<file path="config.mk">
export PLATFORM = sky130hd
export DESIGN_NAME = c_like_byte_stream_tokenizer_top_flat
export DESIGN_NICKNAME = d
export VERILOG_FILES = /design/src/rtl/core/ctlt_pkg.sv /design/src/rtl/core/ctlt_ifs.sv /design/src/rtl/core/c_like_byte_stream_tokenizer_top.sv /design/src/rtl/core/ctlt_step.sv /design/src/rtl/core/ctlt_tokq.sv /design/src/flat_wrapper.sv
export SDC_FILE = /design/constraint.sdc
export NUM_CORES = 2
export LEC_CHECK = 0
export BUFFER_PORTS_ARGS = -buffer_cell sky130_fd_sc_hd__buf_2
export CELL_PAD_IN_SITES_DETAIL_PLACEMENT = 0
export CELL_PAD_IN_SITES_GLOBAL_PLACEMENT = 2
export CORE_ASPECT_RATIO = 0.6
export CORE_MARGIN = 5
export CORE_UTILIZATION = 36
export DETAILED_ROUTE_END_ITERATION = 10
export GPL_ROUTABILITY_DRIVEN = 0
export PLACE_DENSITY_LB_ADDON = 0.1
export SYNTH_ARGS = -nofsm -noshare
export SYNTH_HDL_FRONTEND = slang
export SYNTH_SLANG_ARGS = --single-unit
</file>
<file path="constraint.sdc">
create_clock -name clk -period 33.5 [get_ports clk]
set_input_delay 1.675 -clock clk [delete_from_list [all_inputs] [get_ports clk]]
set_output_delay 1.675 -clock clk [all_outputs]
set_load 0.02 [all_outputs]
</file>
<file path="src/rtl/core/ctlt_pkg.sv">
// Shared types, token and mode codes, and character classification helpers
// for the C-like byte stream tokenizer. No dependencies.
package ctlt_pkg;

  typedef enum logic [4:0] {
    M_IDLE = 5'd0, M_DOT = 5'd1, M_HASH = 5'd2, M_LBRK = 5'd3, M_RBRK = 5'd4,
    M_BANG = 5'd5, M_EQ = 5'd6, M_GT = 5'd7, M_GTGT = 5'd8, M_LT = 5'd9,
    M_LTLT = 5'd10, M_PLUS = 5'd11, M_MINUS = 5'd12, M_STAR = 5'd13,
    M_SLASH = 5'd14, M_PCT = 5'd15, M_AMP = 5'd16, M_BAR = 5'd17,
    M_CARET = 5'd18, M_LINECMT = 5'd19, M_BLOCK = 5'd20, M_BLOCKSTAR = 5'd21,
    M_STRING = 5'd22, M_IDENT = 5'd23, M_ZERO = 5'd24, M_INTDIG = 5'd25,
    M_FRAC = 5'd26, M_EXP = 5'd27, M_EXPDIG = 5'd28
  } mode_t;

  localparam logic [5:0] K_END = 6'd0, K_NL = 6'd1, K_LPAREN = 6'd2,
    K_RPAREN = 6'd3, K_LBRACE = 6'd4, K_RBRACE = 6'd5, K_SEMI = 6'd6,
    K_COMMA = 6'd7, K_TILDE = 6'd8, K_QUEST = 6'd9, K_COLON = 6'd10,
    K_HASHHASH = 6'd11, K_HASH = 6'd12, K_ELLIPSIS = 6'd13, K_DOT = 6'd14,
    K_LLBRK = 6'd15, K_LBRK = 6'd16, K_RRBRK = 6'd17, K_RBRK = 6'd18,
    K_NE = 6'd19, K_NOT = 6'd20, K_EQEQ = 6'd21, K_ASSIGN = 6'd22,
    K_SHRASSIGN = 6'd23, K_SHR = 6'd24, K_GE = 6'd25, K_GT = 6'd26,
    K_SHLASSIGN = 6'd27, K_SHL = 6'd28, K_LE = 6'd29, K_LT = 6'd30,
    K_INC = 6'd31, K_ADDASSIGN = 6'd32, K_ADD = 6'd33, K_DEC = 6'd34,
    K_SUBASSIGN = 6'd35, K_SUB = 6'd36, K_MULASSIGN = 6'd37, K_MUL = 6'd38,
    K_DIVASSIGN = 6'd39, K_DIV = 6'd40, K_MODASSIGN = 6'd41, K_MOD = 6'd42,
    K_LAND = 6'd43, K_ANDASSIGN = 6'd44, K_AND = 6'd45, K_LOR = 6'd46,
    K_ORASSIGN = 6'd47, K_OR = 6'd48, K_XORASSIGN = 6'd49, K_XOR = 6'd50,
    K_INT = 6'd51, K_FLOAT = 6'd52, K_STRING = 6'd53, K_IDENT = 6'd54,
    K_ERROR = 6'd55;

  localparam logic [1:0] E_NONE = 2'd0, E_BLOCK = 2'd1, E_STRING = 2'd2,
    E_BYTE = 2'd3;

  localparam logic [7:0] CH_NL = 8'h0A;
  localparam logic [23:0] ID_AND = 24'h616E64, ID_NOT = 24'h6E6F74;
  localparam logic [23:0] ID_OR = 24'h006F72;

  typedef struct packed {
    logic [5:0]  token_kind;
    logic [1:0]  error_code;
    logic [31:0] start_offset;
    logic [19:0] start_row;
    logic [15:0] start_column;
    logic [15:0] token_length;
    logic [63:0] int_value;
    logic        last_of_run;
  } tok_t;

  function automatic logic is_dec(logic [7:0] c);
    return c >= "0" && c <= "9";
  endfunction

  function automatic logic is_alpha(logic [7:0] c);
    return (c >= "a" && c <= "z") || (c >= "A" && c <= "Z");
  endfunction

  function automatic logic is_word(logic [7:0] c);
    return is_alpha(c) || is_dec(c) || c == "_";
  endfunction

  function automatic logic is_blank(logic [7:0] c);
    return c == " " || c == 8'h09 || c == 8'h0B || c == 8'h0C || c == 8'h0D;
  endfunction

  function automatic logic is_digit(logic [7:0] c, logic hex);
    return is_dec(c) || (hex && ((c >= "a" && c <= "f") || (c >= "A" && c <= "F")));
  endfunction

  function automatic logic [3:0] digit_val(logic [7:0] c);
    logic [3:0] d;
    if (is_dec(c)) begin
      d = c[3:0];
    end else begin
      d = c[3:0] + 4'd9;
    end
    return d;
  endfunction

  function automatic logic is_exp(logic [7:0] c, logic hex);
    return hex ? (c == "p" || c == "P") : (c == "e" || c == "E");
  endfunction

  function automatic logic [5:0] idle_kind(logic [7:0] c);
    logic [5:0] k;
    case (c)
      CH_NL: k = K_NL;
      "(": k = K_LPAREN;
      ")": k = K_RPAREN;
      "{": k = K_LBRACE;
      "}": k = K_RBRACE;
      ";": k = K_SEMI;
      ",": k = K_COMMA;
      "~": k = K_TILDE;
      "?": k = K_QUEST;
      ":": k = K_COLON;
      default: k = K_END;
    endcase
    return k;
  endfunction

  function automatic mode_t idle_mode(logic [7:0] c);
    mode_t m;
    case (c)
      "#": m = M_HASH;
      ".": m = M_DOT;
      "[": m = M_LBRK;
      "]": m = M_RBRK;
      "!": m = M_BANG;
      "=": m = M_EQ;
      ">": m = M_GT;
      "<": m = M_LT;
      "+": m = M_PLUS;
      "-": m = M_MINUS;
      "*": m = M_STAR;
      "/": m = M_SLASH;
      "%": m = M_PCT;
      "&": m = M_AMP;
      "|": m = M_BAR;
      "^": m = M_CARET;
      "\"": m = M_STRING;
      default: m = M_IDLE;
    endcase
    return m;
  endfunction

  function automatic logic [5:0] op_ext(mode_t m, logic [7:0] c);
    logic [5:0] k;
    k = K_END;
    case (m)
      M_HASH: if (c == "#") k = K_HASHHASH;
      M_LBRK: if (c == "[") k = K_LLBRK;
      M_RBRK: if (c == "]") k = K_RRBRK;
      M_BANG: if (c == "=") k = K_NE;
      M_EQ: if (c == "=") k = K_EQEQ;
      M_GT: if (c == "=") k = K_GE;
      M_GTGT: if (c == "=") k = K_SHRASSIGN;
      M_LT: if (c == "=") k = K_LE;
      M_LTLT: if (c == "=") k = K_SHLASSIGN;
      M_PLUS: if (c == "+") k = K_INC; else if (c == "=") k = K_ADDASSIGN;
      M_MINUS: if (c == "-") k = K_DEC; else if (c == "=") k = K_SUBASSIGN;
      M_STAR: if (c == "=") k = K_MULASSIGN;
      M_SLASH: if (c == "=") k = K_DIVASSIGN;
      M_PCT: if (c == "=") k = K_MODASSIGN;
      M_AMP: if (c == "&") k = K_LAND; else if (c == "=") k = K_ANDASSIGN;
      M_BAR: if (c == "|") k = K_LOR; else if (c == "=") k = K_ORASSIGN;
      M_CARET: if (c == "=") k = K_XORASSIGN;
      default: k = K_END;
    endcase
    return k;
  endfunction

  function automatic mode_t op_chain(mode_t m, logic [7:0] c);
    mode_t r;
    r = M_IDLE;
    case (m)
      M_GT: if (c == ">") r = M_GTGT;
      M_LT: if (c == "<") r = M_LTLT;
      M_SLASH: if (c == "/") r = M_LINECMT; else if (c == "*") r = M_BLOCK;
      default: r = M_IDLE;
    endcase
    return r;
  endfunction

  function automatic logic [5:0] op_default(mode_t m);
    logic [5:0] k;
    case (m)
      M_HASH: k = K_HASH;
      M_LBRK: k = K_LBRK;
      M_RBRK: k = K_RBRK;
      M_BANG: k = K_NOT;
      M_EQ: k = K_ASSIGN;
      M_GT: k = K_GT;
      M_GTGT: k = K_SHR;
      M_LT: k = K_LT;
      M_LTLT: k = K_SHL;
      M_PLUS: k = K_ADD;
      M_MINUS: k = K_SUB;
      M_STAR: k = K_MUL;
      M_SLASH: k = K_DIV;
      M_PCT: k = K_MOD;
      M_AMP: k = K_AND;
      M_BAR: k = K_OR;
      M_CARET: k = K_XOR;
      default: k = K_END;
    endcase
    return k;
  endfunction

endpackage

</file>
<file path="src/rtl/core/ctlt_ifs.sv">
// Valid/ready channel interfaces for the tokenizer input bytes and output tokens.
// Depends on nothing.
interface ctlt_in_if;
  logic       valid;
  logic       ready;
  logic [7:0] char_byte;
  logic       end_of_text;
  modport source(output valid, char_byte, end_of_text, input ready);
  modport sink(input valid, char_byte, end_of_text, output ready);
endinterface

interface ctlt_out_if;
  logic        valid;
  logic        ready;
  logic [5:0]  token_kind;
  logic [1:0]  error_code;
  logic [31:0] start_offset;
  logic [19:0] start_row;
  logic [15:0] start_column;
  logic [15:0] token_length;
  logic [63:0] int_value;
  logic        last_of_run;
  modport source(output valid, token_kind, error_code, start_offset, start_row,
                 start_column, token_length, int_value, last_of_run, input ready);
  modport sink(input valid, token_kind, error_code, start_offset, start_row,
               start_column, token_length, int_value, last_of_run, output ready);
endinterface

</file>
<file path="src/rtl/core/c_like_byte_stream_tokenizer_top.sv">
// Tokens of a byte are written into the four-entry token queue and offered from there.
// Throughput: one byte per cycle while input is ready; extra tokens drain one per cycle
// while the output is ready, and input waits while the queue holds two or more.
// Reset (synchronous, active high) returns the scanner to idle at offset 0, row 1,
// column 1 and empties the queue.
module c_like_byte_stream_tokenizer_top #(
  parameter int OFFSET_BITS = 32,
  parameter int LENGTH_BITS = 16
) (
  input logic        clk,
  input logic        rst,
  ctlt_in_if.sink    in_ch,
  ctlt_out_if.source out_ch
);

  ctlt_pkg::tok_t [2:0] toks;
  logic [1:0] tok_cnt;
  logic room;
  logic take;

  assign in_ch.ready = room;
  assign take = in_ch.valid && room;

  ctlt_step #(
    .OFFSET_BITS(OFFSET_BITS),
    .LENGTH_BITS(LENGTH_BITS)
  ) u_step (
    .clk(clk),
    .rst(rst),
    .take(take),
    .char_byte(in_ch.char_byte),
    .end_of_text(in_ch.end_of_text),
    .toks(toks),
    .tok_cnt(tok_cnt)
  );

  ctlt_tokq u_tokq (
    .clk(clk),
    .rst(rst),
    .push(take),
    .toks(toks),
    .tok_cnt(tok_cnt),
    .room(room),
    .out_ch(out_ch)
  );

endmodule

</file>
<file path="src/rtl/core/ctlt_step.sv">
// Scanner state register and the combinational next-state logic that turns one
// byte into zero to three tokens. Depends on ctlt_pkg.
module ctlt_step #(
  parameter int OFFSET_BITS = 32,
  parameter int LENGTH_BITS = 16
) (
  input  logic                     clk,
  input  logic                     rst,
  input  logic                     take,
  input  logic [7:0]               char_byte,
  input  logic                     end_of_text,
  output ctlt_pkg::tok_t [2:0]     toks,
  output logic [1:0]               tok_cnt
);

  localparam logic [OFFSET_BITS-1:0] OFF_MAX = '1;
  localparam logic [LENGTH_BITS-1:0] LEN_MAX = '1;
  localparam logic [19:0] ROW_MAX = '1;
  localparam logic [15:0] COL_MAX = '1;

  typedef struct packed {
    ctlt_pkg::mode_t        m;
    logic [1:0]             pd;
    logic [3:0]             lf;
    logic [OFFSET_BITS-1:0] co;
    logic [19:0]            cr;
    logic [15:0]            cc;
    logic [OFFSET_BITS-1:0] so;
    logic [19:0]            sr;
    logic [15:0]            sc;
    logic [LENGTH_BITS-1:0] rl;
    logic [63:0]            acc;
    logic [23:0]            idp;
  } st_t;

  st_t state, s;
  ctlt_pkg::tok_t [2:0] tk;
  logic [1:0] n;
  logic do_flush, do_idle, hex;
  logic [5:0] k;
  ctlt_pkg::mode_t im;

  function automatic st_t consume(st_t a, logic [7:0] c);
    st_t r;
    r = a;
    r.rl = (a.rl == LEN_MAX) ? a.rl : a.rl + 1'b1;
    r.co = (a.co == OFF_MAX) ? a.co : a.co + 1'b1;
    if (c == ctlt_pkg::CH_NL) begin
      r.cr = (a.cr == ROW_MAX) ? a.cr : a.cr + 1'b1;
      r.cc = 16'd1;
    end else begin
      r.cc = (a.cc == COL_MAX) ? a.cc : a.cc + 1'b1;
    end
    return r;
  endfunction

  function automatic st_t start_tok(st_t a);
    st_t r;
    r = a;
    r.so = a.co;
    r.sr = a.cr;
    r.sc = a.cc;
    r.rl = '0;
    return r;
  endfunction

  function automatic ctlt_pkg::tok_t mk(st_t a, logic [5:0] kind, logic [1:0] err,
                                        logic [LENGTH_BITS-1:0] len, logic [63:0] v);
    ctlt_pkg::tok_t t;
    logic [63:0] o64;
    logic [31:0] l32;
    o64 = 64'(a.so);
    l32 = 32'(len);
    t.token_kind = kind;
    t.error_code = err;
    t.start_offset = o64[31:0];
    t.start_row = a.sr;
    t.start_column = a.sc;
    t.token_length = l32[15:0];
    t.int_value = v;
    t.last_of_run = 1'b0;
    return t;
  endfunction

  function automatic logic [63:0] acc_push(logic [63:0] a, logic [3:0] d, logic hx);
    logic [67:0] t;
    if (hx) begin
      t = {a, 4'b0000} | 68'(d);
    end else begin
      t = {1'b0, a, 3'b000} + {3'b000, a, 1'b0} + 68'(d);
    end
    return (t[67:64] != 4'd0) ? '1 : t[63:0];
  endfunction

  function automatic logic [5:0] ident_kind(st_t a);
    logic [5:0] r;
    r = ctlt_pkg::K_IDENT;
    if (a.rl == LENGTH_BITS'(3) && a.idp == ctlt_pkg::ID_AND) r = ctlt_pkg::K_AND;
    else if (a.rl == LENGTH_BITS'(3) && a.idp == ctlt_pkg::ID_NOT) r = ctlt_pkg::K_NOT;
    else if (a.rl == LENGTH_BITS'(2) && a.idp == ctlt_pkg::ID_OR) r = ctlt_pkg::K_OR;
    return r;
  endfunction

  always_comb begin
    s = state;
    tk = '0;
    n = 2'd0;
    do_flush = 1'b0;
    do_idle = 1'b0;
    hex = state.lf[0];
    k = ctlt_pkg::K_END;
    im = ctlt_pkg::M_IDLE;
    if (end_of_text) begin
      do_flush = 1'b1;
    end else begin
      case (state.m)
        ctlt_pkg::M_IDLE: do_idle = 1'b1;
        ctlt_pkg::M_DOT: begin
          if (char_byte == ".") begin
            s = consume(s, char_byte);
            if (s.pd < 2'd2) begin
              s.pd = 2'd2;
            end else begin
              tk[n] = mk(s, ctlt_pkg::K_ELLIPSIS, ctlt_pkg::E_NONE, s.rl, '0);
              n = n + 2'd1;
              s.m = ctlt_pkg::M_IDLE;
              s.pd = 2'd0;
            end
          end else if (ctlt_pkg::is_dec(char_byte)) begin
            if (s.pd >= 2'd2) begin
              tk[n] = mk(s, ctlt_pkg::K_DOT, ctlt_pkg::E_NONE, LENGTH_BITS'(1), '0);
              n = n + 2'd1;
              s.so = (s.so == OFF_MAX) ? s.so : s.so + 1'b1;
              s.sc = (s.sc == COL_MAX) ? s.sc : s.sc + 1'b1;
              s.rl = LENGTH_BITS'(1);
            end
            s = consume(s, char_byte);
            s.lf = 4'd2;
            s.acc = '0;
            s.pd = 2'd0;
            s.m = ctlt_pkg::M_FRAC;
          end else begin
            do_flush = 1'b1;
            do_idle = 1'b1;
          end
        end
        ctlt_pkg::M_LINECMT: begin
          if (char_byte == ctlt_pkg::CH_NL) begin
            s.m = ctlt_pkg::M_IDLE;
            do_idle = 1'b1;
          end else begin
            s = consume(s, char_byte);
          end
        end
        ctlt_pkg::M_BLOCK: begin
          s = consume(s, char_byte);
          if (char_byte == "*") s.m = ctlt_pkg::M_BLOCKSTAR;
        end
        ctlt_pkg::M_BLOCKSTAR: begin
          s = consume(s, char_byte);
          if (char_byte == "/") s.m = ctlt_pkg::M_IDLE;
          else if (char_byte != "*") s.m = ctlt_pkg::M_BLOCK;
        end
        ctlt_pkg::M_STRING: begin
          if (char_byte == "\"") begin
            s = consume(s, char_byte);
            tk[n] = mk(s, ctlt_pkg::K_STRING, ctlt_pkg::E_NONE, s.rl, '0);
            n = n + 2'd1;
            s.m = ctlt_pkg::M_IDLE;
          end else if (char_byte == ctlt_pkg::CH_NL) begin
            do_flush = 1'b1;
            do_idle = 1'b1;
          end else begin
            s = consume(s, char_byte);
          end
        end
        ctlt_pkg::M_IDENT: begin
          if (ctlt_pkg::is_word(char_byte)) begin
            if (s.rl < LENGTH_BITS'(3)) s.idp = {s.idp[15:0], char_byte};
            s = consume(s, char_byte);
          end else begin
            do_flush = 1'b1;
            do_idle = 1'b1;
          end
        end
        ctlt_pkg::M_ZERO, ctlt_pkg::M_INTDIG: begin
          if (state.m == ctlt_pkg::M_ZERO && char_byte == "x") begin
            s = consume(s, char_byte);
            s.lf[0] = 1'b1;
            s.acc = '0;
            s.m = ctlt_pkg::M_INTDIG;
          end else if (ctlt_pkg::is_digit(char_byte, hex)) begin
            s = consume(s, char_byte);
            s.acc = acc_push(s.acc, ctlt_pkg::digit_val(char_byte), hex);
            s.m = ctlt_pkg::M_INTDIG;
          end else if (char_byte == ".") begin
            s = consume(s, char_byte);
            s.lf[1] = 1'b1;
            s.m = ctlt_pkg::M_FRAC;
          end else if (ctlt_pkg::is_exp(char_byte, hex)) begin
            s = consume(s, char_byte);
            s.lf[1] = 1'b1;
            s.m = ctlt_pkg::M_EXP;
          end else begin
            do_flush = 1'b1;
            do_idle = 1'b1;
          end
        end
        ctlt_pkg::M_FRAC: begin
          if (ctlt_pkg::is_digit(char_byte, hex)) begin
            s = consume(s, char_byte);
          end else if (ctlt_pkg::is_exp(char_byte, hex)) begin
            s = consume(s, char_byte);
            s.m = ctlt_pkg::M_EXP;
          end else begin
            do_flush = 1'b1;
            do_idle = 1'b1;
          end
        end
        ctlt_pkg::M_EXP: begin
          if (char_byte == "+" || char_byte == "-" || ctlt_pkg::is_dec(char_byte)) begin
            s = consume(s, char_byte);
            s.m = ctlt_pkg::M_EXPDIG;
          end else begin
            do_flush = 1'b1;
            do_idle = 1'b1;
          end
        end
        ctlt_pkg::M_EXPDIG: begin
          if (ctlt_pkg::is_dec(char_byte)) begin
            s = consume(s, char_byte);
          end else begin
            do_flush = 1'b1;
            do_idle = 1'b1;
          end
        end
        default: begin
          im = ctlt_pkg::op_chain(state.m, char_byte);
          k = ctlt_pkg::op_ext(state.m, char_byte);
          if (im != ctlt_pkg::M_IDLE) begin
            s = consume(s, char_byte);
            s.m = im;
          end else if (k != ctlt_pkg::K_END) begin
            s = consume(s, char_byte);
            tk[n] = mk(s, k, ctlt_pkg::E_NONE, s.rl, '0);
            n = n + 2'd1;
            s.m = ctlt_pkg::M_IDLE;
          end else begin
            do_flush = 1'b1;
            do_idle = 1'b1;
          end
        end
      endcase
    end

    if (do_flush) begin
      case (s.m)
        ctlt_pkg::M_IDLE, ctlt_pkg::M_LINECMT: begin
        end
        ctlt_pkg::M_DOT: begin
          tk[n] = mk(s, ctlt_pkg::K_DOT, ctlt_pkg::E_NONE, LENGTH_BITS'(1), '0);
          n = n + 2'd1;
          if (s.pd >= 2'd2) begin
            s.so = (s.so == OFF_MAX) ? s.so : s.so + 1'b1;
            s.sc = (s.sc == COL_MAX) ? s.sc : s.sc + 1'b1;
            tk[n] = mk(s, ctlt_pkg::K_DOT, ctlt_pkg::E_NONE, LENGTH_BITS'(1), '0);
            n = n + 2'd1;
          end
        end
        ctlt_pkg::M_BLOCK, ctlt_pkg::M_BLOCKSTAR: begin
          tk[n] = mk(s, ctlt_pkg::K_ERROR, ctlt_pkg::E_BLOCK, s.rl, '0);
          n = n + 2'd1;
        end
        ctlt_pkg::M_STRING: begin
          tk[n] = mk(s, ctlt_pkg::K_ERROR, ctlt_pkg::E_STRING, s.rl, '0);
          n = n + 2'd1;
        end
        ctlt_pkg::M_IDENT: begin
          tk[n] = mk(s, ident_kind(s), ctlt_pkg::E_NONE, s.rl, '0);
          n = n + 2'd1;
        end
        ctlt_pkg::M_ZERO, ctlt_pkg::M_INTDIG, ctlt_pkg::M_FRAC, ctlt_pkg::M_EXP,
        ctlt_pkg::M_EXPDIG: begin
          if (s.lf[1]) begin
            tk[n] = mk(s, ctlt_pkg::K_FLOAT, ctlt_pkg::E_NONE, s.rl, '0);
          end else begin
            tk[n] = mk(s, ctlt_pkg::K_INT, ctlt_pkg::E_NONE, s.rl, s.acc);
          end
          n = n + 2'd1;
        end
        default: begin
          if (ctlt_pkg::op_default(s.m) != ctlt_pkg::K_END) begin
            tk[n] = mk(s, ctlt_pkg::op_default(s.m), ctlt_pkg::E_NONE, s.rl, '0);
            n = n + 2'd1;
          end
        end
      endcase
      s.m = ctlt_pkg::M_IDLE;
      s.pd = 2'd0;
    end

    if (end_of_text) begin
      s = start_tok(s);
      tk[n] = mk(s, ctlt_pkg::K_END, ctlt_pkg::E_NONE, '0, '0);
      n = n + 2'd1;
    end

    if (do_idle) begin
      s = start_tok(s);
      if (ctlt_pkg::is_blank(char_byte)) begin
        s = consume(s, char_byte);
      end else begin
        k = ctlt_pkg::idle_kind(char_byte);
        im = ctlt_pkg::idle_mode(char_byte);
        s = consume(s, char_byte);
        if (k != ctlt_pkg::K_END) begin
          tk[n] = mk(s, k, ctlt_pkg::E_NONE, s.rl, '0);
          n = n + 2'd1;
        end else if (im != ctlt_pkg::M_IDLE) begin
          s.m = im;
          s.pd = (im == ctlt_pkg::M_DOT) ? 2'd1 : 2'd0;
        end else if (ctlt_pkg::is_dec(char_byte)) begin
          s.lf = 4'd0;
          s.acc = {60'd0, char_byte[3:0]};
          s.m = (char_byte == "0") ? ctlt_pkg::M_ZERO : ctlt_pkg::M_INTDIG;
        end else if (ctlt_pkg::is_alpha(char_byte) || char_byte == "_") begin
          s.idp = {16'd0, char_byte};
          s.m = ctlt_pkg::M_IDENT;
        end else begin
          tk[n] = mk(s, ctlt_pkg::K_ERROR, ctlt_pkg::E_BYTE, s.rl, '0);
          n = n + 2'd1;
        end
      end
    end

    for (int i = 0; i < 3; i++) begin
      tk[i].last_of_run = (2'(i) == n - 2'd1);
    end
  end

  always_ff @(posedge clk) begin
    if (rst) begin
      state.m <= ctlt_pkg::M_IDLE;
      state.pd <= 2'd0;
      state.lf <= 4'd0;
      state.co <= '0;
      state.cr <= 20'd1;
      state.cc <= 16'd1;
      state.so <= '0;
      state.sr <= 20'd1;
      state.sc <= 16'd1;
      state.rl <= '0;
      state.acc <= '0;
      state.idp <= '0;
    end else if (take) begin
      state <= s;
    end
  end

  assign toks = tk;
  assign tok_cnt = n;

endmodule

</file>
<file path="src/rtl/core/ctlt_tokq.sv">
// Four-entry token queue that takes up to three tokens per transaction and
// delivers one per cycle while the output is ready. Depends on ctlt_pkg and ctlt_ifs.
module ctlt_tokq (
  input  logic                 clk,
  input  logic                 rst,
  input  logic                 push,
  input  ctlt_pkg::tok_t [2:0] toks,
  input  logic [1:0]           tok_cnt,
  output logic                 room,
  ctlt_out_if.source           out_ch
);

  ctlt_pkg::tok_t q [4];
  logic [1:0] wp, rp;
  logic [2:0] count;
  logic [1:0] push_cnt;
  logic pop;
  ctlt_pkg::tok_t head;

  assign push_cnt = push ? tok_cnt : 2'd0;
  assign pop = out_ch.valid && out_ch.ready;
  assign room = count <= 3'd1;
  assign head = q[rp];

  always_ff @(posedge clk) begin
    for (int i = 0; i < 3; i++) begin
      if (2'(i) < push_cnt) q[wp + 2'(i)] <= toks[i];
    end
  end

  always_ff @(posedge clk) begin
    if (rst) begin
      wp <= 2'd0;
      rp <= 2'd0;
      count <= 3'd0;
    end else begin
      wp <= wp + push_cnt;
      rp <= rp + {1'b0, pop};
      count <= count + {1'b0, push_cnt} - {2'b00, pop};
    end
  end

  assign out_ch.valid = count != 3'd0;
  assign out_ch.token_kind = head.token_kind;
  assign out_ch.error_code = head.error_code;
  assign out_ch.start_offset = head.start_offset;
  assign out_ch.start_row = head.start_row;
  assign out_ch.start_column = head.start_column;
  assign out_ch.token_length = head.token_length;
  assign out_ch.int_value = head.int_value;
  assign out_ch.last_of_run = head.last_of_run;

endmodule

</file>
<file path="src/flat_wrapper.sv">
// flat-port wrapper written by rule: the top's interface ports become plain ports
module c_like_byte_stream_tokenizer_top_flat 
#(
  parameter int OFFSET_BITS = 32,
  parameter int LENGTH_BITS = 16
)
  (clk, rst, in_ch_valid, in_ch_char_byte, in_ch_end_of_text, in_ch_ready, out_ch_valid, out_ch_token_kind, out_ch_error_code, out_ch_start_offset, out_ch_start_row, out_ch_start_column, out_ch_token_length, out_ch_int_value, out_ch_last_of_run, out_ch_ready);
  ctlt_in_if in_ch_i ();
  ctlt_out_if out_ch_i ();
  input logic clk;
  input logic rst;
  input wire logic [$bits(in_ch_i.valid)-1:0] in_ch_valid;
  input wire logic [$bits(in_ch_i.char_byte)-1:0] in_ch_char_byte;
  input wire logic [$bits(in_ch_i.end_of_text)-1:0] in_ch_end_of_text;
  output wire logic [$bits(in_ch_i.ready)-1:0] in_ch_ready;
  output wire logic [$bits(out_ch_i.valid)-1:0] out_ch_valid;
  output wire logic [$bits(out_ch_i.token_kind)-1:0] out_ch_token_kind;
  output wire logic [$bits(out_ch_i.error_code)-1:0] out_ch_error_code;
  output wire logic [$bits(out_ch_i.start_offset)-1:0] out_ch_start_offset;
  output wire logic [$bits(out_ch_i.start_row)-1:0] out_ch_start_row;
  output wire logic [$bits(out_ch_i.start_column)-1:0] out_ch_start_column;
  output wire logic [$bits(out_ch_i.token_length)-1:0] out_ch_token_length;
  output wire logic [$bits(out_ch_i.int_value)-1:0] out_ch_int_value;
  output wire logic [$bits(out_ch_i.last_of_run)-1:0] out_ch_last_of_run;
  input wire logic [$bits(out_ch_i.ready)-1:0] out_ch_ready;
  assign in_ch_i.valid = in_ch_valid;
  assign in_ch_i.char_byte = in_ch_char_byte;
  assign in_ch_i.end_of_text = in_ch_end_of_text;
  assign in_ch_ready = in_ch_i.ready;
  assign out_ch_valid = out_ch_i.valid;
  assign out_ch_token_kind = out_ch_i.token_kind;
  assign out_ch_error_code = out_ch_i.error_code;
  assign out_ch_start_offset = out_ch_i.start_offset;
  assign out_ch_start_row = out_ch_i.start_row;
  assign out_ch_start_column = out_ch_i.start_column;
  assign out_ch_token_length = out_ch_i.token_length;
  assign out_ch_int_value = out_ch_i.int_value;
  assign out_ch_last_of_run = out_ch_i.last_of_run;
  assign out_ch_i.ready = out_ch_ready;
  c_like_byte_stream_tokenizer_top #(.OFFSET_BITS(OFFSET_BITS), .LENGTH_BITS(LENGTH_BITS)) u_core (.clk(clk), .rst(rst), .in_ch(in_ch_i), .out_ch(out_ch_i));
endmodule
</file>
==> impl_metrics.tcl <==
set metrics [dict create \
    tightest_slew_ns 1.42 \
    cts_tree "done" \
    dp.cells 8963 \
    synth_xor_xnor_area_share 0.0372 \
    worstPathRequired_ns 33.95 \
    maxCapViolCount 0 \
    via_per_inst 6.53 \
    track_usage 0.320 \
    p_sw_mw 2.45 \
    wire_per_inst_um 32.3 \
    synth_top_family_by_area "compound AO/OA/AOI/OAI gates" \
    die_area_um2 178000 \
    yosys.area_share.adder 0.0346 \
    drv_slew 0 \
    critPathKind "in -> reg" \
    power.internal_mw 2.91 \
    synth_compound_area_frac 0.226 \
    layout.cells.non_filler 9149 \
    drt_iter0_markers 9387 \
    setup_slack_ns 22.20 \
    synth_area_per_cell_um2 8.83 \
    syn_to_final_growth_pct 10.6 \
    ys.flop_type "edfxtp_1" \
    max_slew_margin 0.0321 \
    fin_skew_ns 0.0537 \
    cts.repair.resized 0 \
    min_period_over_period 0.337 \
    synth-simple-area-share 0.203 \
    synthMuxAreaShare 0.0659 \
    yosysWarnings 0 \
    clockBufferDepth 3 \
    leakage_nw 22.9 \
    cp-start-kind "input port" \
    clock_sinks 883 \
    grt_max_degree 116 \
    postCtsSetupBuffers 0 \
    start_util 0.361 \
    synth-edff-count 628 \
    crit_arrival_ns 11.75 \
    crit_slowest_cell "nor4bb_1" \
    synthArstFlopShare 0 \
    num_vias 59700 \
    rsz0062_at_grt "no" \
    ys_ff_latch 883 \
    synthCells 6915 \
    post-dp-hpwl_mm 210 \
    setup_viol 0 \
    grt_pass1_wl_mm 418 \
    io_buffers 171 \
    setup-tns-final_ns 0 \
    wirelength_mm 295 \
    hold_buffers 0 \
    num_rows 117 \
    hp-class "reg -> reg" \
    fmax_ghz 0.0885 \
    synth_cell_types 110 \
    syn_nets 7095 \
    place_ws_ns 21.83 \
    total_power_mw 5.36 \
    hold_violations 0 \
    status "complete, no violations" \
    gr-total-overflow 0 \
    p_per_area_nw_per_um2 79.4 \
    cts_root_buf "clkbuf_16" \
    fin_crit_ns 11.30 \
    cp-end-kind "register" \
    nNetsFinal 6979 \
    peakVddDrop_v 0.000116 \
    path_clk_slew_ns 0.06 \
    antenna_found_initial 16 \
    power_frac_clock 0.210 \
    core_um2 169000 \
    htreeDepth 3 \
    path_max_fanout 50 \
    power_frac_comb 0.472 \
    ys_seq_area_frac 0.392 \
    ant_nets 0 \
    drc_errors 0 \
    firstDrtPassIters 6 \
    cts_buffers 95 \
    die_width_um 542 \
    hold_slack_ns 0.468 \
    grt_pass1_vias 54100 \
    seq_power_share 0.318 \
    critical_path.max_stage_delay_ns 0.86 \
    clk_latency_ns 0.77 \
    die-height_um 329 \
    switching_share 0.456 \
    drive_gt1_frac 0.113 \
    ios 172 \
    fillers 17000 \
    netlist_area_um2 61100 \
]
## stage by stage
step	util	instance area (um2)
6_report	0.400	67600
5_1_grt	0.399	67500
4_1_cts	0.399	67500
3_5_place_dp	0.380	64300
3_3_place_gp	0.380	64300
2_1_floorplan	-	61100
## worst paths after layout
| check | start | to | slack, ns | cells past startpoint |
|---|---|---|---|---|
| min | u_core.u_step.state[129] | u_core.u_step.state[129] | 0.47 | 2 |
| max | in_ch_char_byte[4] | u_core.u_tokq.q[1][119] | 22.20 | 34 |
| max reg2reg | u_core.u_step.state[246] | u_core.u_tokq.q[1][119] | 22.55 | 34 |
| min reg2reg | u_core.u_step.state[129] | u_core.u_step.state[129] | 0.47 | 2 |
## sequential cells by signal (all words and copies together) (netlist names)
name / count
u_core.u_step.hex: 1
u_core.u_tokq.count: 3
u_core.u_tokq.rp: 2
u_core.u_tokq.q: 628
u_core.u_tokq.wp: 2
u_core.u_step.state: 247
## area by class of cell
cell class                 instances  area, um2  area share
clock inverter                    55        658     0.00974
antenna                           10       25.0    0.000370
sequential                       883      24000       0.355
multi-input combinational       5386      35000       0.518
inverter                          89        334     0.00494
clock buffer                     121       2540      0.0377
tap                             2261       2830      0.0419
timing repair buffer             344       2210      0.0328
## synth_stat cells, drive strengths merged (57+ instances only)
library cell  count  area [um2]
a21o             80         601
dfxtp           255        5100
xnor2           150        1330
a211oi          106         813
clkbuf          460        1730
inv              89         334
o311ai           68         603
ha              164        2050
o211ai           67         503
a31oi            63         394
and3             85         532
nand3           238        1190
nand4            87         551
nor2            819        3080
nor3            181         921
xor2            107         937
buf              97         449
a22oi           110         826
and2             87         547
a21oi           504        2520
edfxtp          628       18900
o21ai           521        2610
o22ai           110         688
mux4            157        3540
o2bb2ai          57         499
nand2           797        2990
a22o             76         666
## worst max-delay path: cells and delay by family
kind / cells / cell delay [ns]
fa+ha+maj: 4 / 1.18
simple gates: 11 / 2.51
compound gates: 10 / 3.64
buf+inv: 9 / 2.59
## per-layer routing
metal / wire length [um] / global-route usage / up-vias
li1: - / - / 25900
met1: 145000 / 0.529 / 29700
met2: 103000 / 0.379 / 3768
met3: 41400 / 0.116 / 329
met4: 5680 / 0.0603 / 6
met5: 41 / 0 / -
## cell usage in the layout (no fill, tap or decap), drive strengths merged, types with 25 or more instances in the layout
| cell | count |
|---|---|
| nor3 | 181 |
| clkbuf | 121 |
| nor2b | 49 |
| nand2 | 797 |
| edfxtp | 628 |
| mux2i | 33 |
| xnor2 | 150 |
| inv | 97 |
| nand4 | 87 |
| a21o | 80 |
| a211oi | 106 |
| o31ai | 40 |
| o21ai | 521 |
| clkinv | 33 |
| o21a | 30 |
| o211ai | 67 |
| nand2b | 38 |
| o2bb2ai | 57 |
| nor2 | 819 |
| buf | 344 |
| or3 | 41 |
| nand3 | 238 |
| a22o | 76 |
| a221oi | 28 |
| nor4 | 52 |
| and3 | 85 |
| a32o | 25 |
| a21oi | 504 |
| a31oi | 63 |
| mux4 | 157 |
| a22oi | 110 |
| o311ai | 68 |
| or4 | 30 |
| o22ai | 110 |
| and2 | 87 |
| ha | 164 |
| xor2 | 107 |
| dfxtp | 255 |
## power groups by stage
| stage | sequential (mW) | clock, mW | combinational [mW] |
|---|---|---|---|
| 2_1_floorplan | 1.83 | 0 | 1.47 |
| 3_3_place_gp | 1.71 | 0 | 2.48 |
| 3_5_place_dp | 1.72 | 0 | 2.48 |
| 4_1_cts | 1.70 | 1.15 | 2.48 |
| 5_1_grt | 1.73 | 1.19 | 2.65 |
| 6_report | 1.71 | 1.12 | 2.53 |
## logic make-up (layout without fill, tap and decap cells)
| logic type | after synthesis | count (layout) |
|---|---|---|
| adder cells (fa/ha/maj) | 167 | 167 |
| AO/OA/AOI/OAI | 2114 | 2114 |
| buffers and inverters | 646 | 609 |
| other | 0 | 10 |
| XOR/XNOR | 257 | 257 |
| multiplexers | 204 | 204 |
| flip-flops | 883 | 883 |
| AND/OR/NAND/NOR | 2644 | 2644 |
Note: power is estimated with default switching activity, not from simulation.
